==> src/design/voa_pkg.sv <==
`timescale 1ns / 1ps
// ----------------------------------------------------------------------------
// voa_pkg
// Shared types and constants of the voice allocator with oldest-voice stealing.
// ----------------------------------------------------------------------------
package voa_pkg;

	localparam int NUM_VOICES = 32;
	localparam int ADDR_W     = $clog2(NUM_VOICES);
	localparam int VOICE_W    = 5;
	localparam int FRAME_W    = 32;
	localparam int MASK_W     = 32;
	localparam int OP_W       = 4;
	localparam int APB_ADDR_W = 3;
	localparam int APB_DATA_W = 32;

	// register index decoded from paddr[2]
	localparam logic REG_SOUND_EN = 1'b0;

	typedef enum logic [OP_W-1:0] {
		OP_ALLOC       = 4'd0,
		OP_PLAY        = 4'd1,
		OP_STOP        = 4'd2,
		OP_PAUSE       = 4'd3,
		OP_UNPAUSE     = 4'd4,
		OP_UNPAUSE_ALL = 4'd5,
		OP_STOP_ALL    = 4'd6,
		OP_TICK        = 4'd7,
		OP_QUERY       = 4'd8
	} op_t;

	typedef enum logic [2:0] {
		ST_IDLE,
		ST_SCAN,
		ST_FIN,
		ST_DECIDE,
		ST_STEAL,
		ST_RESP
	} state_t;

	typedef struct packed {
		logic looping;
		logic paused;
		logic playing;
	} flags_t;

	typedef struct packed {
		logic [FRAME_W-1:0] stamp;
		flags_t             flags;
	} entry_t;

	typedef struct packed {
		logic              rd_en;
		logic [ADDR_W-1:0] rd_addr;
		logic              wr_en;
		logic [ADDR_W-1:0] wr_addr;
		entry_t            wr_data;
	} mem_req_t;

	typedef struct packed {
		logic [VOICE_W-1:0] voice_index;
		logic               found;
		logic               stolen;
		logic               is_playing;
		logic               is_paused;
		logic               is_looping;
	} res_t;

	// operations that walk every voice
	function automatic logic is_bulk(input op_t op);
		is_bulk = op inside {OP_ALLOC, OP_UNPAUSE_ALL, OP_STOP_ALL, OP_TICK};
	endfunction

endpackage

==> src/design/voa_if.sv <==
`timescale 1ns / 1ps
// ----------------------------------------------------------------------------
// voa_if
// Valid/ready channels for commands and results of the voice allocator.
// ----------------------------------------------------------------------------
interface voa_cmd_if;
	logic        valid;
	logic        ready;
	logic [3:0]  operation;
	logic [4:0]  voice;
	logic        force_steal;
	logic        one_shot;
	logic [31:0] engine_playing_mask;

	modport source (
		output valid, operation, voice, force_steal, one_shot, engine_playing_mask,
		input  ready
	);
	modport sink (
		input  valid, operation, voice, force_steal, one_shot, engine_playing_mask,
		output ready
	);
endinterface

interface voa_res_if;
	logic       valid;
	logic       ready;
	logic [4:0] voice_index;
	logic       found;
	logic       stolen;
	logic       is_playing;
	logic       is_paused;
	logic       is_looping;

	modport source (
		output valid, voice_index, found, stolen, is_playing, is_paused, is_looping,
		input  ready
	);
	modport sink (
		input  valid, voice_index, found, stolen, is_playing, is_paused, is_looping,
		output ready
	);
endinterface

==> src/design/voa_cfg.sv <==
`timescale 1ns / 1ps
// ----------------------------------------------------------------------------
// voa_cfg
// APB register slice holding the sound enable bit.
// ----------------------------------------------------------------------------
module voa_cfg import voa_pkg::*; (
	input  logic                  clk,
	input  logic                  arst_n,
	input  logic                  psel,
	input  logic                  penable,
	input  logic                  pwrite,
	input  logic [APB_ADDR_W-1:0] paddr,
	input  logic [APB_DATA_W-1:0] pwdata,
	output logic [APB_DATA_W-1:0] prdata,
	output logic                  pready,
	output logic                  sound_enabled
);

	logic sound_enabled_q;
	logic wr_en;

	assign pready = 1'b1;
	assign wr_en  = psel && penable && pwrite && (paddr[2] == REG_SOUND_EN);

	always_ff @(posedge clk or negedge arst_n) begin
		if (!arst_n) begin
			sound_enabled_q <= 1'b1;
		end else if (wr_en) begin
			sound_enabled_q <= pwdata[0];
		end
	end

	always_comb begin
		prdata = '0;
		if (paddr[2] == REG_SOUND_EN) begin
			prdata[0] = sound_enabled_q;
		end
	end

	assign sound_enabled = sound_enabled_q;

endmodule

==> src/design/voa_voice_ram.sv <==
`timescale 1ns / 1ps
// ----------------------------------------------------------------------------
// voa_voice_ram
// Per-voice state memory (stamp and flags), one read and one write port,
// registered read data. Entries never written since reset read as zero.
// ----------------------------------------------------------------------------
module voa_voice_ram import voa_pkg::*; (
	input  logic     clk,
	input  logic     arst_n,
	input  mem_req_t req,
	output entry_t   rd_data
);

	entry_t                mem_q [NUM_VOICES];
	logic [NUM_VOICES-1:0] vld_q;
	entry_t                rd_q;
	logic                  rd_vld_q;

	always_ff @(posedge clk) begin
		if (req.wr_en) begin
			mem_q[req.wr_addr] <= req.wr_data;
		end
		if (req.rd_en) begin
			rd_q <= mem_q[req.rd_addr];
		end
	end

	always_ff @(posedge clk or negedge arst_n) begin
		if (!arst_n) begin
			vld_q    <= '0;
			rd_vld_q <= 1'b0;
		end else begin
			if (req.wr_en) begin
				vld_q[req.wr_addr] <= 1'b1;
			end
			if (req.rd_en) begin
				rd_vld_q <= vld_q[req.rd_addr];
			end
		end
	end

	assign rd_data = rd_vld_q ? rd_q : '0;

endmodule

==> src/design/voa_seq.sv <==
`timescale 1ns / 1ps
// ----------------------------------------------------------------------------
// voa_seq
// Operation sequencer: walks the voice memory one entry a cycle, modifies and
// writes back, tracks the first free and the oldest non-paused voice.
// ----------------------------------------------------------------------------
module voa_seq import voa_pkg::*; (
	input  logic     clk,
	input  logic     arst_n,
	input  logic     sound_enabled,
	voa_cmd_if.sink  cmd,
	output mem_req_t mem_req,
	input  entry_t   mem_rd,
	output logic     rsp_vld,
	output res_t     rsp,
	input  logic     rsp_take
);

	state_t             state_q, state_d;
	op_t                op_q;
	logic [VOICE_W-1:0] voice_q;
	logic               force_q;
	logic               one_shot_q;
	logic [MASK_W-1:0]  mask_q;
	logic [FRAME_W-1:0] frame_q;
	logic [ADDR_W-1:0]  cnt_q;
	logic               rd_vld_s1;
	logic [ADDR_W-1:0]  rd_addr_s1;
	flags_t             vflags_q;
	logic               free_got_q;
	logic [ADDR_W-1:0]  free_idx_q;
	flags_t             free_flags_q;
	logic               best_have_q;
	logic [ADDR_W-1:0]  best_idx_q;
	logic [FRAME_W-1:0] best_stamp_q;
	flags_t             best_flags_q;
	res_t               res_q;

	logic               accept;
	op_t                op_in;
	logic               in_range_in;
	logic               in_range_q;
	logic               last_rd;
	flags_t             nf;
	logic [FRAME_W-1:0] ns;
	logic               pwr;
	logic [MASK_W-1:0]  msh;
	logic               engine;
	logic               is_free;
	logic               is_older;

	assign op_in       = op_t'(cmd.operation);
	assign in_range_in = int'(cmd.voice) < NUM_VOICES;
	assign in_range_q  = int'(voice_q) < NUM_VOICES;
	assign accept      = cmd.valid && cmd.ready;
	assign last_rd     = !is_bulk(op_q) || (cnt_q == ADDR_W'(NUM_VOICES - 1));

	// modify stage on the entry read in the previous cycle
	always_comb begin
		nf     = mem_rd.flags;
		ns     = mem_rd.stamp;
		pwr    = 1'b0;
		msh    = mask_q >> rd_addr_s1;
		engine = msh[0];
		case (op_q)
			OP_PLAY: begin
				nf  = '{looping: !one_shot_q, paused: 1'b0, playing: 1'b1};
				ns  = frame_q;
				pwr = 1'b1;
			end
			OP_STOP: begin
				nf.playing = 1'b0;
				nf.paused  = 1'b0;
				pwr        = 1'b1;
			end
			OP_PAUSE: begin
				nf.paused = 1'b1;
				pwr       = 1'b1;
			end
			OP_UNPAUSE, OP_UNPAUSE_ALL: begin
				nf.paused = 1'b0;
				pwr       = 1'b1;
			end
			OP_STOP_ALL: begin
				if (mem_rd.flags.playing) begin
					nf.playing = 1'b0;
					nf.paused  = 1'b0;
				end
				pwr = 1'b1;
			end
			OP_TICK: begin
				if (mem_rd.flags.playing && !engine) begin
					nf.playing = 1'b0;
				end
				pwr = 1'b1;
			end
			default: begin
				pwr = 1'b0;
			end
		endcase
		is_free  = !mem_rd.flags.playing && !mem_rd.flags.paused;
		is_older = !mem_rd.flags.paused && (!best_have_q || (mem_rd.stamp < best_stamp_q));
	end

	// next state
	always_comb begin
		state_d = state_q;
		case (state_q)
			ST_IDLE: begin
				if (accept) begin
					if (!sound_enabled) begin
						state_d = ST_RESP;
					end else if (!is_bulk(op_in) && !in_range_in) begin
						state_d = ST_DECIDE;
					end else begin
						state_d = ST_SCAN;
					end
				end
			end
			ST_SCAN: begin
				if (last_rd) begin
					state_d = ST_FIN;
				end
			end
			ST_FIN: begin
				state_d = ST_DECIDE;
			end
			ST_DECIDE: begin
				if (op_q == OP_ALLOC && !free_got_q && force_q && best_have_q) begin
					state_d = ST_STEAL;
				end else begin
					state_d = ST_RESP;
				end
			end
			ST_STEAL: begin
				state_d = ST_RESP;
			end
			ST_RESP: begin
				if (rsp_take) begin
					state_d = ST_IDLE;
				end
			end
			default: begin
				state_d = ST_IDLE;
			end
		endcase
	end

	// outputs
	always_comb begin
		cmd.ready = (state_q == ST_IDLE);
		rsp_vld   = (state_q == ST_RESP);
		rsp       = res_q;
		mem_req   = '0;
		if (state_q == ST_SCAN) begin
			mem_req.rd_en   = 1'b1;
			mem_req.rd_addr = is_bulk(op_q) ? cnt_q : ADDR_W'(voice_q);
		end
		if (rd_vld_s1 && pwr) begin
			mem_req.wr_en   = 1'b1;
			mem_req.wr_addr = rd_addr_s1;
			mem_req.wr_data = '{stamp: ns, flags: nf};
		end
		if (state_q == ST_STEAL) begin
			mem_req.wr_en   = 1'b1;
			mem_req.wr_addr = best_idx_q;
			mem_req.wr_data = '{stamp: best_stamp_q,
				flags: '{looping: best_flags_q.looping, paused: 1'b0, playing: 1'b0}};
		end
	end

	always_ff @(posedge clk or negedge arst_n) begin
		if (!arst_n) begin
			state_q   <= ST_IDLE;
			frame_q   <= '0;
			rd_vld_s1 <= 1'b0;
		end else begin
			state_q   <= state_d;
			rd_vld_s1 <= (state_q == ST_SCAN);
			if (state_q == ST_DECIDE && op_q == OP_TICK) begin
				frame_q <= frame_q + 1'b1;
			end
		end
	end

	always_ff @(posedge clk) begin
		rd_addr_s1 <= mem_req.rd_addr;
		case (state_q)
			ST_IDLE: begin
				op_q         <= op_in;
				voice_q      <= cmd.voice;
				force_q      <= cmd.force_steal;
				one_shot_q   <= cmd.one_shot;
				mask_q       <= cmd.engine_playing_mask;
				cnt_q        <= '0;
				vflags_q     <= '0;
				free_got_q   <= 1'b0;
				best_have_q  <= 1'b0;
				// disabled: report nothing, echo the voice unless allocating
				res_q <= '{voice_index: (op_in == OP_ALLOC) ? VOICE_W'(0) : cmd.voice,
					found: 1'b0, stolen: 1'b0, is_playing: 1'b0, is_paused: 1'b0,
					is_looping: 1'b0};
			end
			ST_SCAN: begin
				cnt_q <= cnt_q + 1'b1;
			end
			ST_DECIDE: begin
				if (op_q != OP_ALLOC) begin
					res_q <= '{voice_index: voice_q, found: 1'b0, stolen: 1'b0,
						is_playing: vflags_q.playing, is_paused: vflags_q.paused,
						is_looping: vflags_q.looping};
				end else if (free_got_q) begin
					res_q <= '{voice_index: VOICE_W'(free_idx_q), found: 1'b1, stolen: 1'b0,
						is_playing: free_flags_q.playing, is_paused: free_flags_q.paused,
						is_looping: free_flags_q.looping};
				end else begin
					res_q <= '0;
				end
			end
			ST_STEAL: begin
				res_q <= '{voice_index: VOICE_W'(best_idx_q), found: 1'b1, stolen: 1'b1,
					is_playing: 1'b0, is_paused: 1'b0, is_looping: best_flags_q.looping};
			end
			default: begin
			end
		endcase
		if (rd_vld_s1) begin
			if (in_range_q && rd_addr_s1 == ADDR_W'(voice_q)) begin
				vflags_q <= nf;
			end
			if (op_q == OP_ALLOC) begin
				if (is_free && !free_got_q) begin
					free_got_q   <= 1'b1;
					free_idx_q   <= rd_addr_s1;
					free_flags_q <= mem_rd.flags;
				end
				if (is_older) begin
					best_have_q  <= 1'b1;
					best_idx_q   <= rd_addr_s1;
					best_stamp_q <= mem_rd.stamp;
					best_flags_q <= mem_rd.flags;
				end
			end
		end
	end

endmodule

==> src/design/voice_allocator_oldest_steal_top.sv <==
`timescale 1ns / 1ps
// ----------------------------------------------------------------------------
// voice_allocator_oldest_steal_top
// Voice allocator with oldest-voice stealing, per-voice flags and frame stamps.
// ----------------------------------------------------------------------------
// Commands enter on the cmd channel (valid/ready), one result per command
// leaves on the res channel. The APB port holds the sound enable register at
// byte address 0; while it is zero each command goes straight to the response
// state and is answered with nothing found and no state change.
// Per-voice flags and start stamps live in one memory with a registered read.
// Single-voice commands (play, stop, pause, unpause, query and unused codes)
// read their one entry before the result is formed. Allocate, unpause-all,
// stop-all and frame tick walk all NUM_VOICES entries through the single read
// port; an allocate that steals a voice passes an extra steal state before its
// result.
// One command is worked on at a time; the next one can transfer once the
// sequencer is back in idle after the previous result enters the output
// register. A stalled receiver leaves one result in the output register
// and one in the sequencer, after which the cmd channel is held off.
// Reset clears all voice flags, stamps and the frame counter at once (per-entry
// valid bits) and sets sound enable; no clearing pass is needed.
// ----------------------------------------------------------------------------
module voice_allocator_oldest_steal_top import voa_pkg::*; (
	input  logic                  clk,
	input  logic                  arst_n,
	voa_cmd_if.sink               cmd,
	voa_res_if.source             res,
	input  logic                  psel,
	input  logic                  penable,
	input  logic                  pwrite,
	input  logic [APB_ADDR_W-1:0] paddr,
	input  logic [APB_DATA_W-1:0] pwdata,
	output logic [APB_DATA_W-1:0] prdata,
	output logic                  pready
);

	logic     sound_enabled;
	mem_req_t mem_req;
	entry_t   mem_rd;
	logic     rsp_vld;
	res_t     rsp;
	logic     rsp_take;
	logic     out_vld_q;
	res_t     out_q;

	voa_cfg u_cfg (
		.clk           (clk),
		.arst_n        (arst_n),
		.psel          (psel),
		.penable       (penable),
		.pwrite        (pwrite),
		.paddr         (paddr),
		.pwdata        (pwdata),
		.prdata        (prdata),
		.pready        (pready),
		.sound_enabled (sound_enabled)
	);

	voa_voice_ram u_ram (
		.clk     (clk),
		.arst_n  (arst_n),
		.req     (mem_req),
		.rd_data (mem_rd)
	);

	voa_seq u_seq (
		.clk           (clk),
		.arst_n        (arst_n),
		.sound_enabled (sound_enabled),
		.cmd           (cmd),
		.mem_req       (mem_req),
		.mem_rd        (mem_rd),
		.rsp_vld       (rsp_vld),
		.rsp           (rsp),
		.rsp_take      (rsp_take)
	);

	// output register frees up in the same cycle it transfers
	assign rsp_take = !out_vld_q || res.ready;

	always_ff @(posedge clk or negedge arst_n) begin
		if (!arst_n) begin
			out_vld_q <= 1'b0;
		end else if (rsp_take) begin
			out_vld_q <= rsp_vld;
		end
	end

	always_ff @(posedge clk) begin
		if (rsp_take && rsp_vld) begin
			out_q <= rsp;
		end
	end

	assign res.valid       = out_vld_q;
	assign res.voice_index = out_q.voice_index;
	assign res.found       = out_q.found;
	assign res.stolen      = out_q.stolen;
	assign res.is_playing  = out_q.is_playing;
	assign res.is_paused   = out_q.is_paused;
	assign res.is_looping  = out_q.is_looping;

endmodule

==> src/flat_wrapper.sv <==
// flat-port wrapper written by rule: the top's interface ports become plain ports
module voice_allocator_oldest_steal_top_flat import voa_pkg::*;
  (clk, arst_n, psel, penable, pwrite, paddr, pwdata, prdata, pready, cmd_valid, cmd_operation, cmd_voice, cmd_force_steal, cmd_one_shot, cmd_engine_playing_mask, cmd_ready, res_valid, res_voice_index, res_found, res_stolen, res_is_playing, res_is_paused, res_is_looping, res_ready);
  voa_cmd_if cmd_i ();
  voa_res_if res_i ();
  input  logic clk;
  input  logic arst_n;
  input  logic psel;
  input  logic penable;
  input  logic pwrite;
  input  logic [APB_ADDR_W-1:0] paddr;
  input  logic [APB_DATA_W-1:0] pwdata;
  output logic [APB_DATA_W-1:0] prdata;
  output logic pready;
  input wire logic [$bits(cmd_i.valid)-1:0] cmd_valid;
  input wire logic [$bits(cmd_i.operation)-1:0] cmd_operation;
  input wire logic [$bits(cmd_i.voice)-1:0] cmd_voice;
  input wire logic [$bits(cmd_i.force_steal)-1:0] cmd_force_steal;
  input wire logic [$bits(cmd_i.one_shot)-1:0] cmd_one_shot;
  input wire logic [$bits(cmd_i.engine_playing_mask)-1:0] cmd_engine_playing_mask;
  output wire logic [$bits(cmd_i.ready)-1:0] cmd_ready;
  output wire logic [$bits(res_i.valid)-1:0] res_valid;
  output wire logic [$bits(res_i.voice_index)-1:0] res_voice_index;
  output wire logic [$bits(res_i.found)-1:0] res_found;
  output wire logic [$bits(res_i.stolen)-1:0] res_stolen;
  output wire logic [$bits(res_i.is_playing)-1:0] res_is_playing;
  output wire logic [$bits(res_i.is_paused)-1:0] res_is_paused;
  output wire logic [$bits(res_i.is_looping)-1:0] res_is_looping;
  input wire logic [$bits(res_i.ready)-1:0] res_ready;
  assign cmd_i.valid = cmd_valid;
  assign cmd_i.operation = cmd_operation;
  assign cmd_i.voice = cmd_voice;
  assign cmd_i.force_steal = cmd_force_steal;
  assign cmd_i.one_shot = cmd_one_shot;
  assign cmd_i.engine_playing_mask = cmd_engine_playing_mask;
  assign cmd_ready = cmd_i.ready;
  assign res_valid = res_i.valid;
  assign res_voice_index = res_i.voice_index;
  assign res_found = res_i.found;
  assign res_stolen = res_i.stolen;
  assign res_is_playing = res_i.is_playing;
  assign res_is_paused = res_i.is_paused;
  assign res_is_looping = res_i.is_looping;
  assign res_i.ready = res_ready;
  voice_allocator_oldest_steal_top u_core (.clk(clk), .arst_n(arst_n), .cmd(cmd_i), .res(res_i), .psel(psel), .penable(penable), .pwrite(pwrite), .paddr(paddr), .pwdata(pwdata), .prdata(prdata), .pready(pready));
endmodule
==> config.mk <==
export PLATFORM = sky130hd
export DESIGN_NAME = voice_allocator_oldest_steal_top_flat
export DESIGN_NICKNAME = d
export VERILOG_FILES = /design/src/design/voa_pkg.sv /design/src/design/voa_if.sv /design/src/design/voa_cfg.sv /design/src/design/voa_voice_ram.sv /design/src/design/voa_seq.sv /design/src/design/voice_allocator_oldest_steal_top.sv /design/src/flat_wrapper.sv
export SDC_FILE = /design/constraint.sdc
export NUM_CORES = 2
export LEC_CHECK = 0
export BUFFER_PORTS_ARGS = -buffer_cell sky130_fd_sc_hd__buf_2
export CORE_ASPECT_RATIO = 0.6
export CORE_UTILIZATION = 62
export CTS_CLUSTER_DIAMETER = 40
export DETAILED_ROUTE_END_ITERATION = 16
export PLACE_DENSITY = 0.81
export SETUP_SLACK_MARGIN = 0.3
export SLEW_MARGIN = 20
export SYNTH_ARGS = -nofsm -noshare
export SYNTH_HDL_FRONTEND = slang
export SYNTH_SLANG_ARGS = --single-unit
==> constraint.sdc <==
create_clock -name clk -period 5.3 [get_ports clk]
set_input_delay 0.53 -clock clk [delete_from_list [all_inputs] [get_ports clk]]
set_output_delay 0.53 -clock clk [all_outputs]
set_load 0.02 [all_outputs]
# Yosys cells after proc, flatten, opt, wreduce, memory -nomap -nowiden
# Memories as Yosys holds them, arrays and structs flattened. A register that Yosys moved wholly into a read port is not among the register bits.
# Cells that the tools add are included.
# classes
n_mux	41
add_sub_neg	2
n_lt_le_gt_ge	4
eq_ne	17
n_reduce_logical	38
shifts	1
n_bitwise	2
# op_table
op	count
$mux 41	2
$mux 35	1
$add 32x1->32 const B	1
$lt 32x32->1	1
$mux 32	1
$or 32x32->32	1
$shr 32x5->1	1
$pmux 10 s3	1
$mux 3	7
$mux 10	2
$pmux 3 s6	1
$mux 1	17
$eq 4x3->1 const B	4
$logic_and 1x1->1	15
$lt 5x6->1 const B	2
$mux 5	2
$pmux 5 s2	1
$reduce_and 3->1	3
$eq 4x2->1 const B	2
$logic_not 1->1	8
$logic_not 4->1	2
$reduce_bool 4->1	2
$reduce_or 7->1	1
$eq 3x2->1 const B	2
21 further kinds	25
# word_totals
mem_bits_rw	1120
output_inout_bits	45
word_cells	144
ff_bits	195
input_bits	85
memories	1
# memory_table
name	words	word_bits	read_ports	rd_clocked_by_memory_dff	wr	line_no	source
u_core.u_ram.mem_q	32	35	1	1	1	voa_voice_ram.sv:14	entry_t mem_q [NUM_VOICES];

# Longest topological paths before layout
# logic_depth
depth_word	12
ltp_mapped	15
ltp_nobuf	10

# Hierarchy
# A second synthesis with hierarchy kept.
# hier_totals
hier_cells	2503
hier_area_um2	53228.6
# modules_own_cells
mod	cells_each	area_each_um2	n_inst
voa_voice_ram	1814	45117.0	1
voa_seq	637	7454.6	1
voice_allocator_oldest_steal_top	14	354.1	1
voa_cfg	38	302.8	1

# Least setup slack after synthesis
# Ideal clock, no wire load.
# synth_timing
kind	reg-to-reg
from	register u_core.u_seq.state_q[1]
to	memory u_core.u_ram.mem_q[23][0] in the netlist's numbering, enable pin
stages_incl_launch_ff	10
arrival_ns	3.392
slack_ns	1.480
setup_time_ns	0.428
path_cell_list	dfrtp_1 -> clkbuf_1 -> nor2_1 -> nand2_1 -> inv_1 -> nor4b_2 -> a22oi_1 -> nor2_1 -> nand2_1 -> nor2_1
# synth_between
elab_chain_len	4
# synth_rtl
item	line_no	source
from (decl)	voa_seq.sv:19	state_t state_q, state_d;
from (signal assigned)	voa_seq.sv:178	state_q <= state_d;
$eq 3x3->1 *	voa_seq.sv:164	if (state_q == ST_STEAL) begin
$mux 41 *	voa_seq.sv:164	
$mux 1	voa_voice_ram.sv:20	if (req.wr_en) begin
$mux 1 (not written as such)	voa_voice_ram.sv:21	mem_q[req.wr_addr] <= req.wr_data;
to (decl)	voa_voice_ram.sv:14	
# Mark *: on every way between the ends. The rest lies on a longest branch, timed or not.

==> summary.md <==
| Metric | Value |
|---|---|
| I/O pin cnt | 130 |
| Worst-Margin Slew | 1.12 ns |
| Die extent in y | 232 um |
| CORE AREA | roughly 86000 um^2 |
| Tot GR Track Use | 30.4% |
| Via count of the routed design | 28800 |
| CTS tree | yes |
| Final nets | 3193 |
| Largest net degree at the start of global routing | 103 |
| Layout area overhead | 12.8% |
| Placed inst area | 57100 um^2 |
| Min-Delay Path Class | in -> async |
| Worst-path fanout max | 102 |
| Total congestion overflow | 0 |
| Post-synth EDFFs | 1269 |
| Initial antenna violation count | 4 |
| FILL cells | 4761 |
| Status | complete, no violations |
| Cell Pwr Density | 503 nW/um^2 |
| Final hold vios | 0 |
| Critical path endpoint category | flop |
| Peak Freq | 0.216 GHz |
| Post-CTS setup buffers | 0 |
| Synth Register Bits | 1350 |
| Slew HR | 25.3% |
| Final setup viols | 0 |
| Asr flop ratio synth | 5.26% |
| Startpoint types | flop |
| Predominant post-synthesis flop cell | edfxtp_1 |
| Sequential cell area fraction in the yosys report | 73.5% |
| Yosys cell types | 64 |
| Avg WL per Cell | 31.2 um |
| Final Wtd Congestion | 0.927 |
| Number of global-route vias before repair | 28600 |
| Gate count of the mapped netlist | 2870 |
| Leak Pwr | 20.4 nW |
| Clock sinks | approximately 1400 |
| HPWL after detailed placement | between 70000 and 80000 um |
| Crit path required time | 5.88 ns |
| Hold Slack | 0.00659 ns |
| Mapped cell area | 54500 um^2 |
| Clock root cell | clkbuf_16 |
| Number of routed nets with antenna violations | 0 |
| Final worst slack | 0.664 ns |
| Max IR drop VDD | 352 uV |
| Yosys warnings | 0 |
| Setup WS pre-CTS | 0.925 ns |
| H-tree Lvls | 3 |
| Period utilization | between 80 and 90% |
| Layout cells sized above 1 | 19.8% |
| Row cnt | 83 |
| RR Startpoint | u_core.u_seq.state_q[2]$_DFFE_PN0P_ |
| Pins Over Slew Limit | 0 |
| Drt first-iter violations | approximately 4200 |
| Post-route cell area | between 60000 and 70000 um^2 |
| Critical path class | reg -> reg |
| Period minus WS final | ~4.6 ns |
| CTS clk-pin slew, worst paths | 0.07 ns |
| RSZ-0062 raised after global routing | false |
| WP data arrival | around 5.2 ns |
| CTS max path bufs | 3 |
| Worst Clk Skew | 0.0548 ns |
| Routed wire length | 135000 um |
| Die Area | 89200 um^2 |
| Sum Neg Setup Slack | 0 ns |
| Hold_buf cts | roughly 40 |
| CTS buffer count | 117 |
| DRT Pass-1 Iters | 6 |
| First-pass GRT wire length | approximately 190000 um |
| Avg Vias per Cell | 6.67 |
| Worst reg2reg path depth | 11 |
| Clk_lat worst skew | 0.75 ns |
| Syn avg cell area | ~19 um^2 |
| Starting density of the core | between 60% and 70% |
| Remaining DRCs | 0 |
| RR Endpoint | u_core.u_ram.rd_q[13]$_DFFE_PP_ |
| Total Power | roughly 0.031 W |
| CTS resizes | 0 |
| Die X | 385 um |
| R2R setup slack | around 0.66 ns |
| Port-buffer cells | 64 |
| Max-cap violations | 0 |
[flip-flops by register name, summed over array words and instances, names as in the netlist, 3 cells and up]
signal and flops:
u_core.u_seq.op_q 4, u_core.u_seq.best_idx_q 5, u_core.u_seq.frame_q 32, u_core.u_seq.cnt_q 5, u_core.u_seq.voice_q 5, u_core.u_seq.free_idx_q 5
u_core.u_seq.mask_q 32, u_core.u_seq.best_stamp_q 32, u_core.u_seq.rd_addr_s1 5, u_core.u_ram.mem_q 1120, u_core.u_ram.vld_q 32, u_core.u_seq.rsp 10
u_core.u_seq.free_flags_q 3, u_core.u_ram.rd_q 35, u_core.u_seq.vflags_q 3, u_core.u_seq.state_q 3, u_core.res.voice_index 5
[metal layers]
layer  global-route usage (%)  vias up  routed length (um)
met3                     9.07      319               18300
met5                        0        -                  31
li1                         -    11800                   -
met4                     9.93        4                4430
met2                     43.8     1955               59700
met1                     44.9    14700               52400
[worst max path at each step]
stage | start | to | slack, ns | cells past startpoint
floorplan | u_core.u_seq.state_q[1]$_DFFE_PN0P_ | u_core.u_ram.mem_q[23][0]$_DFFE_PP_ | 1.48 | 9
global placement | u_core.u_seq.state_q[2]$_DFFE_PN0P_ | u_core.u_ram.rd_q[13]$_DFFE_PP_ | 1.10 | 11
detailed placement | u_core.u_seq.state_q[2]$_DFFE_PN0P_ | u_core.u_ram.rd_q[13]$_DFFE_PP_ | 0.92 | 11
CTS | u_core.u_seq.state_q[2]$_DFFE_PN0P_ | u_core.u_ram.rd_q[13]$_DFFE_PP_ | 0.80 | 11
global route | u_core.u_seq.state_q[2]$_DFFE_PN0P_ | u_core.u_ram.rd_q[13]$_DFFE_PP_ | 0.52 | 11
finish | u_core.u_seq.state_q[2]$_DFFE_PN0P_ | u_core.u_ram.rd_q[13]$_DFFE_PP_ | 0.66 | 11
[cell families after synthesis]
| logic type | synth area share (%) |
|---|---|
| compound gates | 2.41 |
| mux | 17.7 |
| simple gates | 2.78 |
| fa+ha+maj | 0.780 |
| xor+xnor | 0.610 |
| buf+inv | 2.23 |
| flops | 73.5 |
| other cells | 0.0138 |
[synthesized netlist by cell type (all sizes together) (4+ instances only)]
master  instances  area share, %
a21o           12           0.17
a21oi          11           0.11
a22o           75            1.2
a22oi           6          0.083
and2           37           0.42
and3           11           0.13
buf           111            1.6
clkbuf         53           0.36
dfrtp          70            3.2
dfxtp          10           0.37
edfxtp       1269             70
ha             34           0.78
inv            44           0.30
mux2i         604             11
mux4          158            6.5
nand2          53           0.36
nand2b          4          0.046
nand3          19           0.17
nand4          17           0.20
nor2           98           0.68
nor2b           6          0.069
nor3            8          0.073
nor4            5          0.085
o21ai          13           0.12
o22ai          31           0.36
or2            34           0.39
xnor2          24           0.39
xor2           14           0.22
[report_power, final]
group	internal, W	total, W	switching (W)
logic	0.00351	0.00864	0.00513
registers	0.0134	0.0139	0.000523
clock network	0.00453	0.00839	0.00385
[final cells by class]
cell class,count,area (um^2),area share [%]
antenna,1,2.50,0.00407
clock buffer,148,3090,5.02
clock inverter,69,624,1.02
inverter,45,193,0.313
multi-input combinational,1341,14100,22.8
sequential,1350,40100,65.2
tap,1147,1440,2.33
timing repair buffer,219,2020,3.28
[cell usage in the layout (no fill, tap or decap), types with 37 or more instances in the layout]
cell	instances
edfxtp_1	1269
mux2i_1	604
mux4_2	158
clkbuf_16	118
buf_4	79
a22o_1	75
dfrtp_1	70
buf_2	64
nor2_1	61
nand2_1	51
inv_1	42
dlygate4sd3_1	41
and2_1	37
[stage by stage]
step	util [%]	cells
2_1_floorplan	-	2900
3_3_place_gp	66.2	4059
3_5_place_dp	66.2	4059
4_1_cts	71.0	4317
5_1_grt	71.3	4319
6_report	71.3	4320
[critical path, stage by stage (launching register included)]
cell	delay, ns
dfrtp_1	0.50
nor2_2	0.45
nand2_1	0.34
inv_2	0.40
nand2_1	0.13
mux2_4	0.42
inv_16	0.43
buf_12	0.37
mux2i_1	0.15
mux4_2	0.47
a22o_1	0.32
nor2_1	0.15
Note: power is estimated with default switching activity, not from simulation.
